<file path="src/hw/rtl/tspe_pkg.sv">
// Shared types and constants for the trading signal and profit engine.
// Used by the controller, the datapath and the top level.
`timescale 1ns / 1ps
package tspe_pkg;

  // Configuration register indexes
  localparam logic [2:0] REG_MODE      = 3'd0;
  localparam logic [2:0] REG_WINDOW    = 3'd1;
  localparam logic [2:0] REG_THRESHOLD = 3'd2;
  localparam logic [2:0] REG_ORDER     = 3'd3;
  localparam logic [2:0] REG_SPREAD    = 3'd4;
  localparam logic [2:0] REG_SKEW      = 3'd5;
  localparam logic [2:0] REG_MAX_INV   = 3'd6;

  // Strategy codes
  localparam logic [1:0] MODE_MOMENTUM  = 2'd0;
  localparam logic [1:0] MODE_MEAN_REV  = 2'd1;
  localparam logic [1:0] MODE_IMBALANCE = 2'd2;
  localparam logic [1:0] MODE_MKT_MAKE  = 2'd3;

  // Trade signal codes (2-bit signed)
  localparam logic [1:0] SIG_NONE = 2'b00;
  localparam logic [1:0] SIG_BUY  = 2'b01;
  localparam logic [1:0] SIG_SELL = 2'b11;

  // Last datapath step of one sample
  localparam logic [3:0] LAST_STEP = 4'd13;

  typedef enum logic [1:0] {
    ST_IDLE,
    ST_WALK,
    ST_CALC
  } state_t;

  typedef struct packed {
    logic [1:0]  mode;
    logic [3:0]  wlen;
    logic [15:0] thresh;
    logic [7:0]  qty;
    logic [15:0] spread;
    logic [2:0]  skew;
    logic [15:0] maxinv;
  } cfg_t;

  // Controller to datapath
  typedef struct packed {
    logic       first;    // first sample of a series transfer
    logic       accept;   // regular sample transfer
    logic       rd_en;    // history read
    logic [3:0] rd_idx;   // samples back, minus one
    logic       step_en;
    logic [3:0] step;
    logic       commit;   // update state and load output register
  } cmd_t;

  // Datapath to controller
  typedef struct packed {
    logic       first_now;
    logic [3:0] win;
  } status_t;

endpackage

</file>
<file path="src/hw/rtl/tspe_ctrl.sv">
// Controller of the trading signal and profit engine: sequences the history
// walk and the arithmetic steps, and owns the input and output handshakes.
// Depends on tspe_pkg.
`timescale 1ns / 1ps
module tspe_ctrl
  import tspe_pkg::*;
(
  input  logic    clk,
  input  logic    rst_n,
  input  logic    in_tvalid,
  output logic    in_tready,
  output logic    out_tvalid,
  input  logic    out_tready,
  input  status_t st,
  output cmd_t    cmd
);

  state_t     state_r, state_nxt;
  logic [3:0] k_r, k_nxt;
  logic [3:0] step_r, step_nxt;
  logic       oval_r, oval_nxt;
  logic       out_free;

  assign out_free   = !oval_r || out_tready;
  assign out_tvalid = oval_r;
  assign in_tready  = (state_r == ST_IDLE);

  // Next state
  always_comb begin
    state_nxt = state_r;
    k_nxt     = k_r;
    step_nxt  = step_r;
    case (state_r)
      ST_IDLE: begin
        if (in_tvalid && !st.first_now) begin
          state_nxt = ST_WALK;
          k_nxt     = '0;
        end
      end
      ST_WALK: begin
        if (k_r < st.win) begin
          k_nxt = k_r + 4'd1;
        end else begin
          state_nxt = ST_CALC;
          step_nxt  = '0;
        end
      end
      ST_CALC: begin
        if (step_r == LAST_STEP) begin
          if (out_free) state_nxt = ST_IDLE;
        end else begin
          step_nxt = step_r + 4'd1;
        end
      end
      default: state_nxt = ST_IDLE;
    endcase
  end

  // Outputs
  always_comb begin
    cmd        = '0;
    cmd.rd_idx = k_r;
    cmd.step   = step_r;
    oval_nxt   = oval_r && !out_tready;
    case (state_r)
      ST_IDLE: begin
        cmd.first  = in_tvalid && st.first_now;
        cmd.accept = in_tvalid && !st.first_now;
      end
      ST_WALK: begin
        cmd.rd_en = (k_r < st.win);
      end
      ST_CALC: begin
        cmd.step_en = 1'b1;
        if (step_r == LAST_STEP && out_free) begin
          cmd.commit = 1'b1;
          oval_nxt   = 1'b1;
        end
      end
      default: ;
    endcase
  end

  always_ff @(posedge clk) begin
    if (!rst_n) begin
      state_r <= ST_IDLE;
      k_r     <= '0;
      step_r  <= '0;
      oval_r  <= 1'b0;
    end else begin
      state_r <= state_nxt;
      k_r     <= k_nxt;
      step_r  <= step_nxt;
      oval_r  <= oval_nxt;
    end
  end

endmodule

</file>
<file path="config.mk">
export PLATFORM = sky130hd
export DESIGN_NAME = tspe_ctrl
export DESIGN_NICKNAME = d
export VERILOG_FILES = /design/src/hw/rtl/tspe_pkg.sv /design/src/hw/rtl/tspe_ctrl.sv
export SDC_FILE = /design/constraint.sdc
export NUM_CORES = 1
export LEC_CHECK = 0
export BUFFER_PORTS_ARGS = -buffer_cell sky130_fd_sc_hd__clkbuf_2
export CORE_MARGIN = 3
export CORE_UTILIZATION = 46
export DETAILED_ROUTE_END_ITERATION = 7
export PLACE_DENSITY = 0.76
export RECOVER_POWER = 100
export SKIP_CTS_REPAIR_TIMING = 1
export SYNTH_ARGS = -nofsm -noshare
export SYNTH_HDL_FRONTEND = slang
export SYNTH_SLANG_ARGS = --single-unit
</file>
<file path="constraint.sdc">
create_clock -name clk -period 2.2 [get_ports clk]
set_input_delay 0.66 -clock clk [delete_from_list [all_inputs] [get_ports clk]]
set_output_delay 0.66 -clock clk [all_outputs]
set_load 0.005 [all_outputs]
</file>
==> run_results.csv, run 1 <==
group,metric,value,unit
critical_path,required,1.54,ns
synth,syn_avg_cell_area,8.54,sq um
critical_path,reg2reg_depth,6,
critical_path,worstSetupPathType,"in -> out",
synth,synthSimpleGateAreaFrac,27.3,%
synth,synthMuxAreaShare,3.37,%
clock_tree,cts_made_buffers,3,
floorplanning,die-area,1850,sq um
pwr,ir_drop,0.338,mV
floorplanning,io_pins,24,
floorplanning,die_w,43.1,um
synth,synth_top_family_by_area,"simple AND/OR/NAND/NOR gates",
synth,syn_area,632,sq um
placed_design,dpl.cell_count,111,
timing,worst_pin_slew,0.391,ns
synth,seq_area_frac_synth,34.9,%
layout,finalNetCount,117,
layout,diodes,0,
synth,yosys_warnings,0,
synth,ys_seq_elements,11,
floorplanning,start_util,52.6,%
timing,fin_crit,2.15,ns
route,viasPerCell,5.53,
route,drc,0,
clock_tree,cts.sinks,11,
job,cap_violations,0,
critical_path,r2r-start,"k_r[1]$_SDFFE_PN0P_",
grt,grt_pass1_vias,559,
synth,yosysTopAreaCell,"dfxtp_1",
worst_hold_path,hold_class,"reg -> reg",
pwr,power_density,482,nW/um^2
clock_tree,root_buffer,"clkbuf_4",
pwr,finalPower,0.398,mW
timing,setup_viol,0,
synth,synth-compound-area-share,17.0,%
synth,synth_xor_area_share,0,%
outcome,status,"completed",
clock_tree,clk_path_buf_depth,2,
grt,grt_max_degree,10,
layout,final_common_cell,"clkbuf_2",
critical_path,critPathMaxFanout,2,
clock_tree,clk_latency,0.27,ns
route,wl_per_cell,12.9,um
layout,fin_util,68.8,%
layout,nFillCells,117,
grt,track_usage,16.3,%
floorplanning,die_h,43.1,um
synth,ys_top_cells_by_area,"dfxtp_1 (35%), ha_1 (12%), inv_1 (4.8%)",
synth,synth_top_area_share,34.9,%
grt,grt_pass1_wl,2310,um
grt,grt.overflow.total,0,
clock_tree,cts_max_level,1,
floorplanning,coreArea,1200,sq um
layout,drive_above_1_share,31.7,%
placed_design,place_congestion,0.740,
placed_design,numPortBuffers,23,
timing,hold_violations,0,
timing,maxSlewViolCount,0,
route,drt_iter0_markers,8,
synth,ys_types,29,
synth,synthAdderAreaFrac,11.9,%
clock_tree,cts_tree,"done",
pwr,p_leak,0.398,nW
timing,worst_clock_skew,0.000915,ns
timing,slew_headroom,73.7,%
synth,syn_nets,89,
timing,max_freq,0.466,GHz
floorplanning,rows,12,
critical_path,critPathLaunch,"st[1]",
critical_path,arrival,1.49,ns
critical_path,startpoint_type,"input port",
clock_tree,path_clk_slew,0.07,ns
grt,antenna_found_initial,0,
critical_path,crit_path_end,"cmd[10]",
layout,fin_cells,115,
route,postRouteAntennaNets,0,
critical_path,cp-end-kind,"output port",
route,dr.pass1.iters,4,
critical_path,reg2reg_slack,0.44,ns
route,totalWireLength,1480,um
critical_path,worst_r2r_endpoint,"k_r[3]$_SDFFE_PN0P_",
layout,final_cell_mix,"clkbuf_2 (19), dfxtp_1 (10), inv_1 (7), nand2_1 (5)",
synth,netlist_instances,74,
layout,areaGrowthSynthToFinish,30.7,%
placed_design,dp_hpwl,1100,um
route,vias,636,
timing,period_share,97.6,%
## synthesized netlist by cell type, drive strengths merged
cell type  instances
a31oi              1
nor2               3
nor3b              1
o21a               1
mux2               1
nand2b             2
nand3b             1
and4               1
or4                3
nand4              1
a2111oi            1
and2               1
nand2              5
mux2i              1
nand3              4
dfxtp             11
ha                 6
a21o               1
o211ai             2
o21ai              4
o311ai             1
buf                1
a41o               1
nor3               3
and3               3
inv                8
nor2b              2
a21oi              4
## cells by family (layout without fill, tap and decap cells)
family,count (synthesis),after routing
AND/OR/NAND/NOR,30,30
AO/OA/AOI/OAI,16,16
flip-flops,11,11
buffers and inverters,9,36
adder cells (fa/ha/maj),6,6
multiplexers,2,2
## critical path, stage by stage
cell and delay, ns:
buf_6 0.10, inv_4 0.04, ha_4 0.18, o211ai_1 0.20, o21ai_2 0.08, nor2_1 0.11, buf_2 0.12
## metal layers
metal  track usage (%)  wire (um)  part of all wire (%)  vias to the layer above
li1                  -          -                     -                      325
met3              2.54         75                   5.1                        2
met2              27.2        736                    50                       18
met5                 0          0                     0                        -
met1              21.0        653                    44                      291
met4              5.42         15                   1.0                        0
## final cells by class
class	instances	area, sq um	share of cell area (%)
Clock buffer	4	26.3	3.18
Tap cell	14	17.5	2.12
Timing Repair Buffer	24	123	14.8
Sequential cell	11	221	26.8
Inverter	8	32.5	3.94
Multi-Input combinational cell	54	405	49.1
## metrics by stage
stage          setup TNS (ns)  setup slack [ns]  hold WS, ns  cell area, sq um
3_5_place_dp          -0.0206           -0.0206        0.517               767
2_1_floorplan               0             0.161        0.495               632
6_report                    0            0.0521        0.510               826
3_3_place_gp         -0.00237          -0.00237        0.516               767
5_1_grt              -0.00117          -0.00117        0.546               826
4_1_cts               -0.0286           -0.0286        0.529               793
## power breakdown
| group | switching (mW) | internal (mW) | total [mW] | leakage (nW) |
|---|---|---|---|---|
| clock network | 0.0702 | 0.0702 | 0.140 | 0.0150 |
| registers | 0.00434 | 0.203 | 0.207 | 0.0894 |
| logic | 0.0275 | 0.0232 | 0.0506 | 0.294 |
## flip-flops by register name, summed over array words and instances, names as in the netlist
name and count:
out_tvalid 1, state_r 2, k_r 4, step_r 4
## worst min path at each step
stage / endpoint / cells past startpoint / slack (ns) / startpoint
floorplan: k_r[1]$_SDFFE_PN0P_ / 2 / 0.50 / k_r[1]$_SDFFE_PN0P_
global placement: k_r[1]$_SDFFE_PN0P_ / 2 / 0.52 / k_r[1]$_SDFFE_PN0P_
detailed placement: k_r[1]$_SDFFE_PN0P_ / 2 / 0.52 / k_r[1]$_SDFFE_PN0P_
CTS: k_r[1]$_SDFFE_PN0P_ / 2 / 0.53 / k_r[1]$_SDFFE_PN0P_
global route: k_r[1]$_SDFFE_PN0P_ / 2 / 0.55 / k_r[1]$_SDFFE_PN0P_
finish: k_r[1]$_SDFFE_PN0P_ / 2 / 0.51 / k_r[1]$_SDFFE_PN0P_
Note: power is estimated with default switching activity, not from simulation.
==> run 2, diff against run 1 <==
Settings changed: CORE_MARGIN 3 to 2, PLACE_DENSITY 0.76 to 0.88.
==> run 2 against run 1 <==
Effect of this change:
- setup slack gained 0.028 ns
- sequential share of layout area grew 0.16 points
- final cell count grew 1.7%
- clock skew is essentially flat
- critical path type unchanged
- largest cell class unchanged
==> run_results.csv, run 2 (synthesis results as in run 1) <==
group,metric,value,unit
timing,setup_viol,0,
layout,nFillCells,125,
timing,worst_pin_slew,0.356,ns
route,postRouteAntennaNets,0,
placed_design,numPortBuffers,23,
clock_tree,clk_path_buf_depth,2,
critical_path,worst_r2r_endpoint,"k_r[3]$_SDFFE_PN0P_",
clock_tree,cts.sinks,11,
pwr,power_frac_clock,35.0,%
critical_path,critPathMaxFanout,2,
clock_tree,cts_made_buffers,3,
grt,grt_max_degree,10,
grt,track_usage,19.1,%
job,cap_violations,0,
floorplanning,io_pins,24,
grt,grt_pass1_wl,2060,um
pwr,power_density,478,nW/um^2
route,drc,0,
critical_path,reg2reg_slack,0.24,ns
pwr,p_seq_share,52.9,%
critical_path,arrival,1.46,ns
layout,seq_area,221,sq um
pwr,power.switching,0.0977,mW
grt,grt_pass1_vias,504,
critical_path,crit_path_end,"cmd[10]",
outcome,status,"completed",
route,drt_iter0_markers,9,
layout,areaGrowthSynthToFinish,29.9,%
route,dr.pass1.iters,4,
layout,fin_cells,117,
pwr,p_leak,0.388,nW
worst_hold_path,hold_class,"reg -> reg",
floorplanning,die_w,41.1,um
timing,maxSlewViolCount,0,
clock_tree,path_clk_slew,0.07,ns
critical_path,worstSetupPathType,"in -> out",
placed_design,dp_hpwl,1130,um
layout,final_cell_mix,"clkbuf_2 (16), dfxtp_1 (10), clkbuf_1 (8), inv_1 (7), nand2_1 (5)",
placed_design,place_congestion,0.715,
layout,final_common_cell,"clkbuf_2",
critical_path,startpoint_type,"input port",
layout,fin_util,63.9,%
pwr,switching_share,24.9,%
timing,max_freq,0.472,GHz
route,vias,629,
timing,period_share,96.4,%
layout,drive_above_1_share,28.4,%
floorplanning,die_h,41.1,um
clock_tree,cts_tree,"done",
floorplanning,rows,13,
critical_path,cp_slowest_cell,"ha_4",
route,viasPerCell,5.38,
grt,grt.overflow.total,0,
clock_tree,cts_max_level,1,
layout,finalNetCount,118,
floorplanning,die-area,1690,sq um
floorplanning,coreArea,1280,sq um
critical_path,reg2reg_depth,7,
critical_path,required,1.54,ns
layout,multi_input_area,405,sq um
pwr,internal-power,0.294,mW
route,totalWireLength,1480,um
grt,antenna_found_initial,0,
pwr,finalPower,0.392,mW
critical_path,cp_cell_sequence,"clkbuf_2, inv_1, ha_4, o211ai_1, o21ai_2, nor2_1, buf_2",
critical_path,r2r-start,"k_r[3]$_SDFFE_PN0P_",
timing,final.setup.tns,0,ns
critical_path,cp-end-kind,"output port",
route,wl_per_cell,12.6,um
layout,diodes,0,
clock_tree,root_buffer,"clkbuf_4",
layout,reg_top3,"k_r: 4 flops, step_r: 4 flops, state_r: 2 flops",
clock_tree,clk_latency,0.27,ns
floorplanning,start_util,49.2,%
timing,hold_violations,0,
timing,fin_crit,2.12,ns
pwr,ir_drop,0.377,mV
critical_path,critPathLaunch,"st[3]",
placed_design,dpl.cell_count,112,
critical_path,critPathMaxStageDelay,0.27,ns
timing,slew_headroom,76.0,%
pwr,combinationalPowerShare,12.2,%
timing,worst_clock_skew,0.00115,ns
[run 2: layer usage]
metal	part of all wire [%]	global-route usage (%)	routed length [um]
met3	6.2	6.52	92
met5	0	0	0
met1	42	20.7	622
met4	1.0	10.0	15
met2	51	32.4	746
[run 2: how the worst min path moves through the flow]
stage                                    from             endpoint  slack (ns)  cells after the start
after floorplan           k_r[1]$_SDFFE_PN0P_  k_r[1]$_SDFFE_PN0P_        0.50                      2
after global placement    k_r[1]$_SDFFE_PN0P_  k_r[1]$_SDFFE_PN0P_        0.51                      2
after detailed placement  k_r[1]$_SDFFE_PN0P_  k_r[1]$_SDFFE_PN0P_        0.54                      2
after CTS                 k_r[1]$_SDFFE_PN0P_  k_r[1]$_SDFFE_PN0P_        0.55                      2
after global routing      k_r[1]$_SDFFE_PN0P_  k_r[1]$_SDFFE_PN0P_        0.55                      2
final                     k_r[1]$_SDFFE_PN0P_  k_r[1]$_SDFFE_PN0P_        0.52                      2
[run 2: layout make-up]
cell class	instances	area share, %
multi-input cells	54	49.4
flip-flops and latches	11	27.0
repair buffers	25	14.5
inverters	8	3.66
clock buffers	4	3.20
well taps	15	2.29
[run 2: worst max-delay path, delay by kind of cell]
family | cells | cell delay, ns
and+or+nand+nor | 1 | 0.05
adders and majority gates | 1 | 0.27
AOI/OAI and AO/OA | 2 | 0.22
buffers and inverters | 3 | 0.25
[run 2: power groups by stage]
stage	logic (mW)	clock network (mW)	registers, mW
2_1_floorplan	0.0264	0	0.211
3_3_place_gp	0.0447	0	0.211
3_5_place_dp	0.0467	0	0.212
4_1_cts	0.0468	0.140	0.207
5_1_grt	0.0549	0.156	0.208
6_report	0.0478	0.137	0.207
[run 2: per-stage QoR]
stage	hold WS, ns	worst slack, ns	cell area (sq um)
after floorplan	0.495	0.161	632
after global placement	0.509	0.0254	768
after detailed placement	0.538	-0.0663	768
after CTS	0.548	0.00900	795
after global routing	0.551	-0.00205	821
final	0.518	0.0799	821
